[src/rtl/bwm_pkg.sv]
package bwm_pkg;

    localparam int SLOTS = 100;
    localparam int BANKS = 2;
    localparam int DEPTH = BANKS * SLOTS;
    localparam int AW    = $clog2(DEPTH);
    localparam int CNTW  = $clog2(SLOTS + 1);
    localparam int CW    = 32;
    localparam int SUM_W = 40;
    localparam int AVG_W = SUM_W + 3;
    localparam int DIV_CW = $clog2(AVG_W);
    localparam int LANES = 3;

    localparam logic [CW-1:0]   CNT_MAX = '1;
    localparam logic [CW-1:0]   SLOTS_W = CW'(SLOTS);
    localparam logic [AW-1:0]   SLOTS_A = AW'(SLOTS);
    localparam logic [CNTW-1:0] SLOTS_C = CNTW'(SLOTS);
    localparam logic [63:0]     RECIP64 = (64'd1 << 32) / SLOTS;
    localparam logic [CW-1:0]   RECIP   = RECIP64[CW-1:0];

    localparam logic MODE_RECORD = 1'b0;
    localparam logic MODE_REPORT = 1'b1;

    localparam logic [1:0] DIR_UP   = 2'd0;
    localparam logic [1:0] DIR_DOWN = 2'd1;

    typedef struct packed {
        logic        mode;
        logic        minute_parity;
        logic [15:0] frame_size;
        logic [1:0]  direction;
        logic [31:0] packet_second;
    } bwm_in_t;

    typedef struct packed {
        logic [SUM_W-1:0] sum_total;
        logic [SUM_W-1:0] sum_up;
        logic [SUM_W-1:0] sum_down;
        logic [CW-1:0]    peak_total;
        logic [CW-1:0]    peak_up;
        logic [CW-1:0]    peak_down;
        logic [AVG_W-1:0] avg_total_bits;
        logic [AVG_W-1:0] avg_up_bits;
        logic [AVG_W-1:0] avg_down_bits;
    } bwm_out_t;

    typedef struct packed {
        logic [CW-1:0] total;
        logic [CW-1:0] up;
        logic [CW-1:0] down;
    } slot_word_t;

    typedef enum logic [3:0] {
        ST_CLEAR,
        ST_IDLE,
        ST_REC_IDX,
        ST_REC_WRITE,
        ST_SWEEP,
        ST_DIV_START,
        ST_DIV_WAIT,
        ST_DONE
    } bwm_state_t;

    function automatic logic [CW-1:0] sat_add(input logic [CW-1:0] a, input logic [15:0] b);
        logic [CW:0] s;
        s = {1'b0, a} + {{(CW - 15){1'b0}}, b};
        return s[CW] ? CNT_MAX : s[CW-1:0];
    endfunction

endpackage

[src/rtl/bwm_div.sv]
module bwm_div (
    input  logic                      clk,
    input  logic                      rst_n,
    input  logic                      start,
    input  logic [bwm_pkg::AVG_W-1:0] dividend,
    input  logic [bwm_pkg::CNTW-1:0]  divisor,
    output logic                      done,
    output logic [bwm_pkg::AVG_W-1:0] quotient
);

    import bwm_pkg::*;

    localparam logic [DIV_CW-1:0] LAST_STEP = DIV_CW'(AVG_W - 1);

    logic              active_reg;
    logic              done_reg;
    logic [DIV_CW-1:0] step_reg;
    logic [CNTW-1:0]   div_reg;
    logic [CNTW-1:0]   rem_reg;
    logic [AVG_W-1:0]  quo_reg;
    logic [CNTW:0]     rem_sh;
    logic              take;
    logic [CNTW-1:0]   rem_next;
    logic [AVG_W-1:0]  quo_next;

    always_comb
    begin
        rem_sh   = {rem_reg, quo_reg[AVG_W-1]};
        take     = rem_sh >= {1'b0, div_reg};
        rem_next = take ? CNTW'(rem_sh - {1'b0, div_reg}) : rem_sh[CNTW-1:0];
        quo_next = {quo_reg[AVG_W-2:0], take};
    end

    always_ff @(posedge clk or negedge rst_n)
    begin
        if (!rst_n)
        begin
            active_reg <= 1'b0;
            done_reg   <= 1'b0;
            step_reg   <= '0;
        end
        else
        begin
            done_reg <= 1'b0;
            if (start)
            begin
                active_reg <= 1'b1;
                step_reg   <= LAST_STEP;
            end
            else if (active_reg)
            begin
                if (step_reg == '0)
                begin
                    active_reg <= 1'b0;
                    done_reg   <= 1'b1;
                end
                else
                begin
                    step_reg <= step_reg - 1'b1;
                end
            end
        end
    end

    always_ff @(posedge clk)
    begin
        if (start)
        begin
            rem_reg <= '0;
            quo_reg <= dividend;
            div_reg <= divisor;
        end
        else if (active_reg)
        begin
            rem_reg <= rem_next;
            quo_reg <= quo_next;
        end
    end

    assign done     = done_reg;
    assign quotient = quo_reg;

endmodule
[config.mk]
export PLATFORM = sky130hd
export DESIGN_NAME = bwm_div
export DESIGN_NICKNAME = d
export VERILOG_FILES = /design/src/rtl/bwm_pkg.sv /design/src/rtl/bwm_div.sv
export SDC_FILE = /design/constraint.sdc
export NUM_CORES = 1
export LEC_CHECK = 0
export ABC_CLOCK_PERIOD_IN_PS = 2700
export CORE_ASPECT_RATIO = 1.75
export CORE_MARGIN = 4
export CORE_UTILIZATION = 25
export CTS_CLUSTER_SIZE = 12
export DETAILED_ROUTE_END_ITERATION = 10
export DONT_BUFFER_PORTS = 1
export GPL_ROUTABILITY_DRIVEN = 0
export PLACE_DENSITY_LB_ADDON = 0.08
export SETUP_SLACK_MARGIN = 0.02
export SLEW_MARGIN = 40
export SYNTH_ARGS = -nofsm -noshare
export SYNTH_HDL_FRONTEND = slang
export SYNTH_SLANG_ARGS = --single-unit
[constraint.sdc]
create_clock -name clk -period 2.7 [get_ports clk]
set_clock_uncertainty 0.1 [all_clocks]
set_input_delay 0.135 -clock clk [delete_from_list [all_inputs] [get_ports clk]]
set_output_delay 0.135 -clock clk [all_outputs]
set_load 0.1 [all_outputs]
==> results.cfg <==
[clocking]
cts_resized = 0
cts_made_buffers = 9
cts_root_buf = clkbuf_16
clk_latency_ns = 0.32
cts_setup_buffers = 0
cts_tree = done
max-clock-path-buffers = 2
cts_sinks = 65
cts_hold_buf = 52
h-tree-depth = 3
cts.clk_slew.worst_paths_ns = 0.05

[setup_path]
path_buf_inv = 1
crit_slowest_cell = a211oi_4
crit_path_end_kind = register
path_class = reg -> reg
critPathArrivalTime_ns = 2.15
start_kind = register
crit_family = compound AO/OA/AOI/OAI gates
cpPeakStageDelay_ns = 0.44
cp.required_ns = 2.65
crit_chain = inv_1 > ha_1 > a21o_1 > a211oi_4 > and3_4 > a21oi_1
crit_fanout = 9

[sta]
maxSlewViolCount = 0
period_share_pct = 81.5
max_slew_margin_pct = 42.2
setup_violations = 0
rsz0062_at_grt = no
fmax_mhz = 454
max_slew.worst_pin.slew_ns = 0.868
layout_min_cycle_time_ns = 2.20
hold_viol = 0

[synth]
syn_avg_cell_area_um2 = 13.5
synthCells = 239
synth_nets = 302
synth_edf_count = 50
synth-async-reset-ratio_pct = 12.3
synth_cell_type_count = 53
ys.flop_type = edfxtp_1
ys.warnings.count = 0
ys_ff_latch = 65
syn_area_um2 = 3230
ys_seq_area_share_pct = 57.0

[worst_hold_path]
hold_path.class = in -> reg

[final_layout]
area_growth_pct = 40.1
regArea_um2 = 1840
fin_util_pct = 36.0
largest_register_ffs = 43
fin_nets = 397
multi_input_comb_area_um2 = 1300
n_antenna_cell = 0
drive_gt1_share_pct = 33.7
fillCellCount = 1283

[grt]
antenna_found_initial = 0
grtUsageTotal_pct = 11.6
grt_first_pass_wirelength_um = 13100
grt_pass1_vias = 2456
grt_max_degree = 54
overflow = 0

[routing]
drc = 0
ant_nets = 0
dr_total_vias = 2278
first_pass_iters = 4
drt_iter0_markers = 57
wl_um = 8280
avgViaCountPerCell = 4.50
wire_per_inst_um = 16.4

[pwr]
p_leak_nw = 1.77
peakVddDrop_mv = 0.386
total_power_mw = 3.72
cellPowerDensity_nw_per_um2 = 821

[floorplan]
core_area_um2 = 12600
start_util_pct = 25.7
pin_count = 97
fp.dieH_um = 158
rows = 54
dieArea_um2 = 14900
die_x_um = 93.9

[placement]
io_buffer_count = 0
hpwl_um = 5910

[status]
outcome = complete, no violations

[job]
max_cap_viol_count = 0
[per-layer routing]
layer,global-route usage [%],part of all wire (%),up-vias
li1,-,-,1096
met1,11.9,37,1102
met2,20.7,54,68
met3,3.69,5.5,12
met4,6.47,3.3,0
met5,0,0,-
[path summary, 6_finish.rpt]
path | endpoint | start | cells after the start | slack [ns]
min in group asynchronous | step_reg[4]$_DFFE_PN0P_ | rst_n | 1 | 0.08
setup reg to reg | quotient[0]$_DFFE_PP_ | div_reg[5]$_DFFE_PP_ | 6 | 0.50
setup / recovery | quotient[0]$_DFFE_PP_ | div_reg[5]$_DFFE_PP_ | 6 | 0.50
max in group asynchronous | step_reg[5]$_DFFE_PN0P_ | rst_n | 1 | 2.12
hold reg to reg | rem_reg[2]$_SDFFE_PP0P_ | rem_reg[1]$_SDFFE_PP0P_ | 2 | 0.45
hold / removal | rem_reg[5]$_SDFFE_PP0P_ | start | 3 | 0.03
[placed cells by master, fill, tap and decap left out, types with 2 or more instances in the layout]
cell type      count
a311oi_2           2
ha_1               8
xnor2_1            3
dfxtp_1            7
nor2b_1            5
dfrtp_1            8
o21a_1             2
or2_2              3
nand3_1            3
or3_1              2
o211ai_1           2
o31ai_1            2
o21ai_0            8
edfxtp_1          50
clkinv_1           3
nand2b_1           2
nand2_1            5
xor2_1             2
nor3b_1            6
mux2_2            42
clkbuf_16          9
a21oi_1            2
dlygate4sd3_1     51
a31oi_1            2
inv_1             12
buf_4             45
a41oi_1            4
nor3_1             2
nand4_1            2
nor2_1            10
and3_1             5
[synthesized netlist by cell type, types with 3 or more instances]
cell type,count,share of area (%)
o21ai_0,8,1.2
a41oi_1,4,1.1
dfxtp_1,7,4.3
clkbuf_1,7,0.81
ha_1,9,3.5
xnor2_1,3,0.81
nor2_1,10,1.2
and3_1,6,1.2
nand2_1,5,0.58
nor2b_1,5,0.97
nand2b_1,3,0.58
inv_1,13,1.5
nand3_1,3,0.46
edfxtp_1,50,46
mux2_2,42,15
nor3b_1,6,1.4
dfrtp_1,8,6.2
or2_2,3,0.58
[worst register-to-register path: stages (launching register included)]
cell	delay, ns
edfxtp_1	0.32
inv_1	0.04
ha_1	0.39
a21o_1	0.24
a211oi_4	0.44
and3_4	0.33
a21oi_1	0.08
[power breakdown]
part,total [mW],internal [mW],switching (mW)
clock network,1.02,0.605,0.415
registers,1.29,1.22,0.0730
logic,1.41,0.457,0.948
[logic make-up (layout without fill, tap and decap cells)]
kind of cell / after synthesis / after routing / share of synthesized area [%]
flops: 65 / 65 / 57.0
simple gates: 52 / 52 / 9.45
mux: 42 / 42 / 14.6
compound gates: 39 / 39 / 9.76
buf+inv: 26 / 125 / 3.68
fa+ha+maj: 10 / 10 / 4.11
xor+xnor: 5 / 5 / 1.36
[final cells by class]
class / instances / area share [%]
sequential: 65 / 40.7
clock buffer: 10 / 5.06
tap: 168 / 4.64
timing repair buffer: 97 / 19.3
multi-input combinational: 148 / 28.7
clock inverter: 5 / 0.525
inverter: 13 / 1.08
[stage by stage]
step	area [um^2]	hold slack (ns)	TNS [ns]	std cells	setup WS [ns]
6_report	4530	0.0299	0	506	0.500
5_1_grt	4530	0.0200	0	506	0.398
2_1_floorplan	3260	-0.261	-0.546	239	-0.129
4_1_cts	4530	0.00312	0	506	0.495
3_3_place_gp	3740	-0.260	0	439	0.531
3_5_place_dp	3740	-0.260	0	439	0.501
(Power assumes the default switching activity.)
