### src/rtl/bwm_pkg.sv
package bwm_pkg;

    localparam int SLOTS = 100;
    localparam int BANKS = 2;
    localparam int DEPTH = BANKS * SLOTS;
    localparam int AW    = $clog2(DEPTH);
    localparam int CNTW  = $clog2(SLOTS + 1);
    localparam int CW    = 32;
    localparam int SUM_W = 40;
    localparam int AVG_W = SUM_W + 3;
    localparam int DIV_CW = $clog2(AVG_W);
    localparam int LANES = 3;

    localparam logic [CW-1:0]   CNT_MAX = '1;
    localparam logic [CW-1:0]   SLOTS_W = CW'(SLOTS);
    localparam logic [AW-1:0]   SLOTS_A = AW'(SLOTS);
    localparam logic [CNTW-1:0] SLOTS_C = CNTW'(SLOTS);
    localparam logic [63:0]     RECIP64 = (64'd1 << 32) / SLOTS;
    localparam logic [CW-1:0]   RECIP   = RECIP64[CW-1:0];

    localparam logic MODE_RECORD = 1'b0;
    localparam logic MODE_REPORT = 1'b1;

    localparam logic [1:0] DIR_UP   = 2'd0;
    localparam logic [1:0] DIR_DOWN = 2'd1;

    typedef struct packed {
        logic        mode;
        logic        minute_parity;
        logic [15:0] frame_size;
        logic [1:0]  direction;
        logic [31:0] packet_second;
    } bwm_in_t;

    typedef struct packed {
        logic [SUM_W-1:0] sum_total;
        logic [SUM_W-1:0] sum_up;
        logic [SUM_W-1:0] sum_down;
        logic [CW-1:0]    peak_total;
        logic [CW-1:0]    peak_up;
        logic [CW-1:0]    peak_down;
        logic [AVG_W-1:0] avg_total_bits;
        logic [AVG_W-1:0] avg_up_bits;
        logic [AVG_W-1:0] avg_down_bits;
    } bwm_out_t;

    typedef struct packed {
        logic [CW-1:0] total;
        logic [CW-1:0] up;
        logic [CW-1:0] down;
    } slot_word_t;

    typedef enum logic [3:0] {
        ST_CLEAR,
        ST_IDLE,
        ST_REC_IDX,
        ST_REC_WRITE,
        ST_SWEEP,
        ST_DIV_START,
        ST_DIV_WAIT,
        ST_DONE
    } bwm_state_t;

    function automatic logic [CW-1:0] sat_add(input logic [CW-1:0] a, input logic [15:0] b);
        logic [CW:0] s;
        s = {1'b0, a} + {{(CW - 15){1'b0}}, b};
        return s[CW] ? CNT_MAX : s[CW-1:0];
    endfunction

endpackage

### src/rtl/bwm_slot_index.sv
module bwm_slot_index (
    input  logic                 clk,
    input  logic                 rst_n,
    input  logic                 start,
    input  logic                 bank,
    input  logic [31:0]          packet_second,
    output logic                 valid,
    output logic [bwm_pkg::AW-1:0] index
);

    import bwm_pkg::*;

    logic          v1_reg, v2_reg, v3_reg;
    logic          b1_reg, b2_reg;
    logic [CW-1:0] x1_reg, x2_reg;
    logic [CW-1:0] q_reg;
    logic [CW-1:0] qs_reg;
    logic [AW-1:0] index_reg;
    logic [63:0]   prod;
    logic [CW-1:0] r_est;
    logic [CW-1:0] r_fix;
    logic [AW-1:0] index_next;

    assign prod = 64'(packet_second) * 64'(RECIP);

    always_comb
    begin
        r_est = x2_reg - qs_reg;
        r_fix = (r_est >= SLOTS_W) ? r_est - SLOTS_W : r_est;
        index_next = b2_reg ? SLOTS_A + AW'(r_fix) : AW'(r_fix);
    end

    always_ff @(posedge clk or negedge rst_n)
    begin
        if (!rst_n)
        begin
            v1_reg <= 1'b0;
            v2_reg <= 1'b0;
            v3_reg <= 1'b0;
        end
        else
        begin
            v1_reg <= start;
            v2_reg <= v1_reg;
            v3_reg <= v2_reg;
        end
    end

    always_ff @(posedge clk)
    begin
        if (start)
        begin
            x1_reg <= packet_second;
            b1_reg <= bank;
            q_reg  <= prod[63:32];
        end
        if (v1_reg)
        begin
            x2_reg <= x1_reg;
            b2_reg <= b1_reg;
            qs_reg <= CW'(q_reg * SLOTS_W);
        end
        if (v2_reg)
        begin
            index_reg <= index_next;
        end
    end

    assign valid = v3_reg;
    assign index = index_reg;

endmodule

### config.mk
export PLATFORM = sky130hd
export DESIGN_NAME = bwm_slot_index
export DESIGN_NICKNAME = d
export VERILOG_FILES = /design/src/rtl/bwm_pkg.sv /design/src/rtl/bwm_slot_index.sv
export SDC_FILE = /design/constraint.sdc
export NUM_CORES = 1
export LEC_CHECK = 0
export ABC_CLOCK_PERIOD_IN_PS = 5950
export BUFFER_PORTS_ARGS = -buffer_cell sky130_fd_sc_hd__buf_4
export CAP_MARGIN = 10
export CORE_MARGIN = 2
export CORE_UTILIZATION = 25
export CTS_BUF_LIST = sky130_fd_sc_hd__clkbuf_16
export CTS_CLUSTER_DIAMETER = 50
export DETAILED_ROUTE_END_ITERATION = 10
export PLACE_DENSITY = 0.48
export REMOVE_ABC_BUFFERS = 1
export SYNTH_ARGS = -nofsm -noshare
export SYNTH_HDL_FRONTEND = slang
export SYNTH_SLANG_ARGS = --single-unit
### constraint.sdc
create_clock -name clk -period 5.95 [get_ports clk]
set_input_delay 0.595 -clock clk [delete_from_list [all_inputs] [get_ports clk]]
set_output_delay 0.595 -clock clk [all_outputs]
set_load 0.02 [all_outputs]
==> impl_metrics.yaml, run 1 <==
synthesis:
  ys_types: 80
  synth_ff_type: "edfxtp_1"
  avgSynthCellArea_um2: 10.18
  synthesis.area_um2: 21840
  ys_seq_area_share_pct: 18.22
  syn_inst: 2145
  synth_edf_count: 130
  yosysWarnings: 0
  ys_ff_latch: 133
  async_reset_ff_share_pct: 2.256
run:
  drv_cap: 0
cts:
  cts-htree-levels: 4
  clk_pin_slew_ps: 60
  cts_tree: "done"
  clockBufferDepth: 2
  root_buffer: "clkbuf_16"
  cts_sinks: 133
  cts_inserted_buffers: 17
  insertion_delay_ps: 430
route:
  wl_per_cell_um: 15.20
  ant_nets: 0
  routed_via_density: 4.203
  firstDrtPassIters: 5
  drtIter0Drc: 590
  num_vias: 15079
  remaining_drc_errors: 0
  drt-total-wl_um: 54530
final_layout:
  final_common_cell: "inv_1"
  nets: 3188
  n_antenna_cell: 0
  final_cell_area_um2: 26730
  final_cell_mix: "inv_1, ha_1, fa_1"
  layout-drive-gt1-share_pct: 17.59
  seq_area_um2: 3980
  area_growth_pct: 22.38
  fillers: 8885
  multiInputGateArea_um2: 16020
floorplan:
  die_h_um: 299.6
  die-area_um2: 89750
  rows: 108
  start_util_pct: 25.22
  die_w_um: 299.6
  core_um2: 86620
  boundaryPins: 45
place:
  gp_congestion: 0.8701
  dpl_cell_area_um2: 25070
  dp_hpwl_um: 47960
  io_buffers: 44
worst_setup_path:
  crit_path_frequent_cell: "fa_1"
  cp.arrival_ps: 6740
  critical_path.startpoint_type: "primary input"
  crit_required_ps: 6120
  crit_path_max_incr_delay_ps: 550
  reg2regPathDepth: 20
  path_max_fanout: 6
  crit_path_end_kind: "flip-flop"
  crit_type: "in -> reg"
  critPathSlowestCell: "fa_1"
sta:
  post-route-period-util_pct: 110.4
  fin_crit_ps: 6570
  setup_viol: 25
  final.setup.tns_ps: -10240
  finalMaxSlewViolations: 0
  slew_headroom_pct: 45.93
  hold_violations: 0
  finClkSkew_ps: 14.58
  rsz0062_at_grt: "yes"
  timing.fmax_mhz: 152.2
  tightest_slew_ps: 811.1
  fin_ws_ps: -620.4
grt:
  grt_overflow: 0
  grt_pass1_wl_um: 88220
  antenna_found_initial: 1
  grt_pass1_vias: 16338
  grt_max_degree: 65
  track_usage_pct: 12.50
status:
  failed_checks: "negative setup slack"
  status: "finished with violations"
hold_path:
  hp-class: "in -> reg"
  min_path_cells: 1
## cell type report
cell class                      count  area share [%]
Sequential cell                   133           14.89
Clock inverter                     15          0.8894
Inverter                          635           8.917
Timing Repair Buffer              273           8.370
Tap cell                         1155           5.407
Clock buffer                       17           1.592
Multi-Input combinational cell   1360           59.94
## worst max-delay path: cells and delay by family
| family | cells | cell delay, ps |
|---|---|---|
| buffers and inverters | 8 | 730 |
| adders and majority gates | 8 | 3550 |
| and+or+nand+nor | 2 | 360 |
| xor gates and xnor gates | 1 | 130 |
| AOI/OAI and AO/OA | 8 | 1350 |
## kinds of logic (layout without fill, tap and decap cells)
group | Yosys count | in the layout | synth area share [%]
fa+ha+maj | 732 | 732 | 52.07
buf+inv | 652 | 940 | 11.39
simple gates | 279 | 279 | 6.731
compound gates | 269 | 269 | 8.346
flops | 133 | 133 | 18.22
xor+xnor | 75 | 75 | 3.007
mux | 5 | 5 | 0.2349
## cell usage after synthesis (9+ instances only)
cell      instances  area, um2
edfxtp_1        130       3904
xor2_1           24      210.2
a21oi_1          72      360.4
a211oi_1         11      82.58
inv_1           635       2384
o31ai_1          10      75.07
fa_1            295       5906
nor2b_1          10      62.56
nor4_1           10      62.56
o211ai_1          9      67.56
o21ai_0          35      175.2
a21o_1           38      285.3
nor3_1           18      90.09
a31oi_1          11      68.82
nand4_1          12      75.07
and3_1           12      75.07
xnor2_1          51      446.7
nand3_1          26      130.1
ha_1            437       5468
nand2b_1         19      118.9
nand2_1          62      232.7
nor2_1           58      217.7
o21a_1           12      90.09
## path summary, 6_finish.rpt
check	start	endpoint	slack, ps
max reg2reg	x2_reg[2]	index[6]	470
min	bank	b1_reg	380
max	packet_second[10]	q_reg[21]	-620
min reg2reg	x1_reg[12]	x2_reg[12]	420
max in group asynchronous	rst_n	v1_reg	5330
min in group asynchronous	rst_n	valid	510
## metrics by stage
| step | cells | hold slack [ps] | utilization [%] | worst slack, ps |
|---|---|---|---|---|
| 2_1_floorplan | 2128 | 299.4 | - | -984.4 |
| 3_3_place_gp | 3533 | 389.0 | 28.95 | -1341 |
| 3_5_place_dp | 3533 | 391.9 | 28.95 | -1420 |
| 4_1_cts | 3579 | 368.0 | 30.22 | -644.7 |
| 5_1_grt | 3588 | 360.6 | 30.86 | -819.4 |
| 6_report | 3588 | 380.7 | 30.86 | -620.4 |
## metal layers
layer / GRT usage (%) / part of all wire (%) / vias to the layer above
met1: 17.52 / 49 / 7382
met3: 1.457 / 2.6 / 19
li1: - / - / 7486
met5: 0 / 0 / -
met4: 2.083 / 0.84 / 0
met2: 20.95 / 47 / 192
## what timing repair did
| item | 4_1_cts | 5_1_grt |
|---|---|---|
| hold buffers | 1 | 0 |
| buffers inserted | 16 | 12 |
| endpoints found under the hold margin | 3 | 0 |
| resized for setup | 74 | 98 |
| pin swaps | 56 | 52 |
| setup endpoints to repair | 26 | 26 |
Power of run 1 is left out: the tool's default activity adds up to more than one toggle a clock period on the data nets, which glitch-free logic cannot reach.
==> inputs of run 2 (changes only) <==
- RECOVER_POWER: default -> 50
==> run 2 against run 1 <==
Net effect: the run still ends with negative setup slack left; clock skew about the same; die area unchanged; sequential cell count unchanged; utilization about the same; critical path type unchanged.
==> impl_metrics.yaml, run 2 (same netlist as run 1, synthesis figures left out) <==
hold_path:
  min_path_cells: 0
  holdCritStartpoint: "x1_reg[12]"
  hp-class: "reg -> reg"
  holdPathEnd: "x2_reg[12]"
sta:
  finalMaxSlewViolations: 0
  tightest_slew_ps: 811.7
  timing.fmax_mhz: 152.2
  rsz0062_at_grt: "yes"
  finClkSkew_ps: 14.58
  post-route-period-util_pct: 110.4
  setup_viol: 25
  final.setup.tns_ps: -10240
  hold_violations: 0
  fin_crit_ps: 6570
  fin_ws_ps: -620.4
  slew_headroom_pct: 45.89
floorplan:
  die_w_um: 299.6
  rows: 108
  boundaryPins: 45
  die_h_um: 299.6
  die-area_um2: 89750
  start_util_pct: 25.22
  core_um2: 86620
worst_setup_path:
  crit_path_end_kind: "flip-flop"
  crit_required_ps: 6120
  critPathBufInv: 8
  cp.arrival_ps: 6740
  critical_path.startpoint_type: "primary input"
  path_max_fanout: 6
  crit_path_frequent_cell: "fa_1"
  r2r-end: "index[6]"
  path_depth: 27
  crit_path_max_incr_delay_ps: 550
  reg2regPathDepth: 20
  reg2reg_slack_ps: 470
  critPathSlowestCell: "fa_1"
  reg2reg_from: "x2_reg[2]"
  crit_type: "in -> reg"
  crit_family: "adder cells"
grt:
  grt_pass1_vias: 16338
  grt_max_degree: 65
  grt_util_met1_pct: 17.52
  grt_overflow: 0
  grt_pass1_wl_um: 88220
  antenna_found_initial: 1
  met3_usage_pct: 1.457
  grt_util_met2_pct: 20.95
  track_usage_pct: 12.50
  grt.busiest_layer: "met2"
cts:
  clk_pin_slew_ps: 60
  root_buffer: "clkbuf_16"
  clockBufferDepth: 2
  cts-htree-levels: 4
  insertion_delay_ps: 430
  cts_inserted_buffers: 17
  cts_sinks: 133
  cts_tree: "done"
route:
  num_vias: 15078
  firstDrtPassIters: 5
  wl_per_cell_um: 15.20
  drt-total-wl_um: 54540
  ant_nets: 0
  drtIter0Drc: 591
  remaining_drc_errors: 0
  routed_via_density: 4.202
final_layout:
  final_common_cell: "inv_1"
  n_antenna_cell: 0
  final_cell_mix: "inv_1, ha_1, fa_1"
  layout-drive-gt1-share_pct: 17.51
  area_growth_pct: 22.34
  nets: 3188
status:
  status: "finished with violations"
  failed_checks: "negative setup slack"
run:
  drv_cap: 0
place:
  gp_congestion: 0.8701
  io_buffers: 44
  dp_hpwl_um: 47960
[run 2: cell count changes in the layout (fill, tap and decap cells not counted)]
cell	previous run	this run
buf_4	241	239
clkbuf_1	0	2
[run 2: worst max path at each step]
stage                endpoint               from
floorplan           q_reg[22]   packet_second[4]
global placement    q_reg[25]  packet_second[12]
detailed placement  q_reg[21]  packet_second[15]
CTS                 q_reg[25]  packet_second[13]
global route        q_reg[25]  packet_second[10]
finish              q_reg[21]  packet_second[10]
[run 2: worst reg2reg max path, cell delays in order, from the launching register on]
cell,delay (ps)
edfxtp_1,370
inv_1,60
ha_1,170
inv_1,50
fa_1,430
a211oi_2,320
o21a_1,230
o21ai_1,160
o211ai_1,260
a21boi_0,120
o41ai_1,630
o21ai_0,210
or3_1,380
or3_4,470
xnor2_1,180
ha_1,250
nand3_1,110
o22ai_1,90
or3b_1,380
and4bb_2,300
xnor2_1,60
[run 2: final cells by class]
class	count	area, um2
Tap cell	1155	1445
Timing Repair Buffer	273	2230
Sequential cell	133	3980
Clock buffer	17	425.4
Multi-Input combinational cell	1360	16020
Inverter	635	2384
Fill cell	8885	59900
Clock inverter	15	237.7
[run 2: metal layers]
layer / wire length, um / vias up
met4: 460 / 0
met1: 26820 / 7383
met3: 1401 / 19
li1: - / 7486
met2: 25850 / 190
met5: 0 / -
[run 2: metrics by stage]
stage / utilization [%] / setup WS (ps) / cells / instance area [um2] / hold slack, ps
after floorplan: - / -984.4 / 2128 / 21740 / 299.4
after global placement: 28.95 / -1341 / 3533 / 25070 / 389.0
after detailed placement: 28.95 / -1420 / 3533 / 25070 / 391.9
after CTS: 30.22 / -644.7 / 3579 / 26180 / 368.0
after global routing: 30.85 / -819.4 / 3588 / 26720 / 418.0
final: 30.85 / -620.4 / 3588 / 26720 / 416.3
[run 2: timing repair]
item                       in CTS  in global routing
gates resized for setup        74                 98
setup buffers                  16                 12
hold buffers                    1                  0
hold endpoints to repair        3                  0
pin swaps                      56                 52
setup endpoints to repair      26                 26
Power of run 2 is left out for the same reason.
==> inputs of run 3 (changes only) <==
- CORE_UTILIZATION: 25 -> 57
- PLACE_DENSITY: 0.48 -> 0.82
==> run 3 against run 2 <==
Net effect: the flow still finishes with violations (negative setup slack); cell area fell by 2.7%; critical path depth shrank 2; register-to-register slack worse by 150 ps; global-route usage increased by 16 points; sequential share of layout area is 0.42 points higher; non-clock buffer count shrank 9; count of clock-buffer cells in the layout unchanged; worst setup slack lost 140 ps; via count grew 11%.
==> impl_metrics.yaml, run 3 (same netlist as run 1, synthesis figures left out) <==
grt:
  antenna_found_initial: 1
  grt_pass1_wl_um: 87420
  grt_overflow: 0
  grt_max_degree: 65
  track_usage_pct: 28.51
  grt_pass1_vias: 17746
sta:
  tightest_slew_ps: 916.9
  finalMaxSlewViolations: 0
  timing.fmax_mhz: 149.1
  finClkSkew_ps: 14.32
  fin_ws_ps: -756.8
  rsz0062_at_grt: "yes"
  setup_viol: 26
  slew_headroom_pct: 37.29
  post-route-period-util_pct: 112.7
  hold_violations: 0
  fin_crit_ps: 6707
final_layout:
  layout-drive-gt1-share_pct: 18.40
  finish.utilization_pct: 69.01
  multiInputGateArea_um2: 16200
  area_growth_pct: 19.00
  seq_area_um2: 3980
  final_cell_mix: "inv_1, ha_1, fa_1"
  final_common_cell: "inv_1"
  n_antenna_cell: 0
  fillers: 2487
  final_cell_area_um2: 25990
  nets: 3179
cts:
  cts-htree-levels: 4
  cts_sinks: 133
  clockBufferDepth: 2
  clk_pin_slew_ps: 70
  cts_inserted_buffers: 17
  insertion_delay_ps: 440
  root_buffer: "clkbuf_16"
  cts_tree: "done"
route:
  wl_per_cell_um: 20.57
  drt-total-wl_um: 60370
  remaining_drc_errors: 0
  firstDrtPassIters: 8
  routed_via_density: 5.690
  num_vias: 16699
  ant_nets: 0
  drtIter0Drc: 1237
floorplan:
  die_h_um: 199.8
  core_um2: 37670
  rows: 71
  start_util_pct: 57.99
  die-area_um2: 39900
  die_w_um: 199.8
  boundaryPins: 45
worst_setup_path:
  critical_path.startpoint_type: "primary input"
  crit_type: "in -> reg"
  crit_required_ps: 6130
  r2r-end: "index[6]"
  path_max_fanout: 6
  reg2regPathDepth: 21
  reg2reg_slack_ps: 320
  reg2reg_from: "x2_reg[2]"
  crit_path_end_kind: "flip-flop"
  cp.arrival_ps: 6890
hold_path:
  holdCritStartpoint: "bank"
  hp-class: "in -> reg"
  min_path_cells: 1
  holdPathEnd: "b1_reg"
place:
  gp_congestion: 0.9420
  dp_hpwl_um: 44610
  post-place-ws_ps: -1691
  dpl_cell_area_um2: 24210
  io_buffers: 44
status:
  status: "finished with violations"
  failed_checks: "negative setup slack"
run:
  drv_cap: 0
[run 3: cell count changes in the layout (fill, tap and decap cells not counted), moves of 3 or more]
cell / change
buf_4: -16
ha_1: -12
ha_4: +12
inv_1: -8
buf_6: +7
fa_1: -6
fa_2: +6
bufinv_16: -5
inv_2: +5
inv_6: +4
clkinv_8: +3
inv_8: +3
[run 3: critical path, stage by stage]
cell and delay (ps):
buf_6 120, buf_4 140, fa_1 580, ha_2 210, fa_1 430, fa_1 550, fa_1 460, fa_1 490
inv_1 60, fa_1 500, inv_2 50, ha_4 280, a21o_1 150, a21o_1 230, a21oi_4 110, o22ai_4 180
or4b_4 490, o31a_1 330, o21ai_1 130, buf_4 180, a21oi_4 80, o21ai_2 160, a21o_1 150, a21oi_1 90
xnor2_1 140
[run 3: worst max path at each step]
stage,slack (ps),to,cells after the start,start
after floorplan,-980,q_reg[22],24,packet_second[4]
after detailed placement,-1690,q_reg[15],28,packet_second[13]
after global routing,-890,q_reg[22],27,packet_second[12]
after global placement,-1530,q_reg[15],27,packet_second[6]
after CTS,-410,q_reg[25],27,packet_second[13]
final,-760,q_reg[22],25,packet_second[6]
[run 3: cell type report]
type	count	share of cell area [%]
multi-input cells	1360	62.31
clock inverters	15	0.7028
well taps	511	2.460
inverters	635	9.185
flip-flops and latches	133	15.31
clock buffers	17	1.637
repair buffers	264	8.395
[run 3: per-layer routing]
metal	wire (um)	vias to the layer above	track usage, %
li1	-	7483	-
met1	22290	8227	33.99
met2	30700	697	51.13
met3	3803	290	4.469
met4	3556	2	12.29
met5	19	-	0
[run 3: per-stage QoR]
stage | instances | setup TNS, ps | hold WS (ps)
2_1_floorplan | 2128 | -11060 | 299.4
3_3_place_gp | 2883 | -31000 | 385.7
3_5_place_dp | 2883 | -34910 | 388.5
4_1_cts | 2923 | -5112 | 329.5
5_1_grt | 2935 | -16280 | 353.3
6_report | 2935 | -13180 | 361.7
[run 3: what timing repair did]
| action | 4_1_cts | 5_1_grt |
|---|---|---|
| pin swaps | 72 | 45 |
| gates resized for setup | 129 | 76 |
| endpoints found under the setup margin | 26 | 27 |
| hold buffers | 1 | 0 |
| buffers inserted | 9 | 14 |
| cloned | 0 | 0 |
| hold endpoints to repair | 3 | 0 |
Power of run 3 is left out for the same reason.
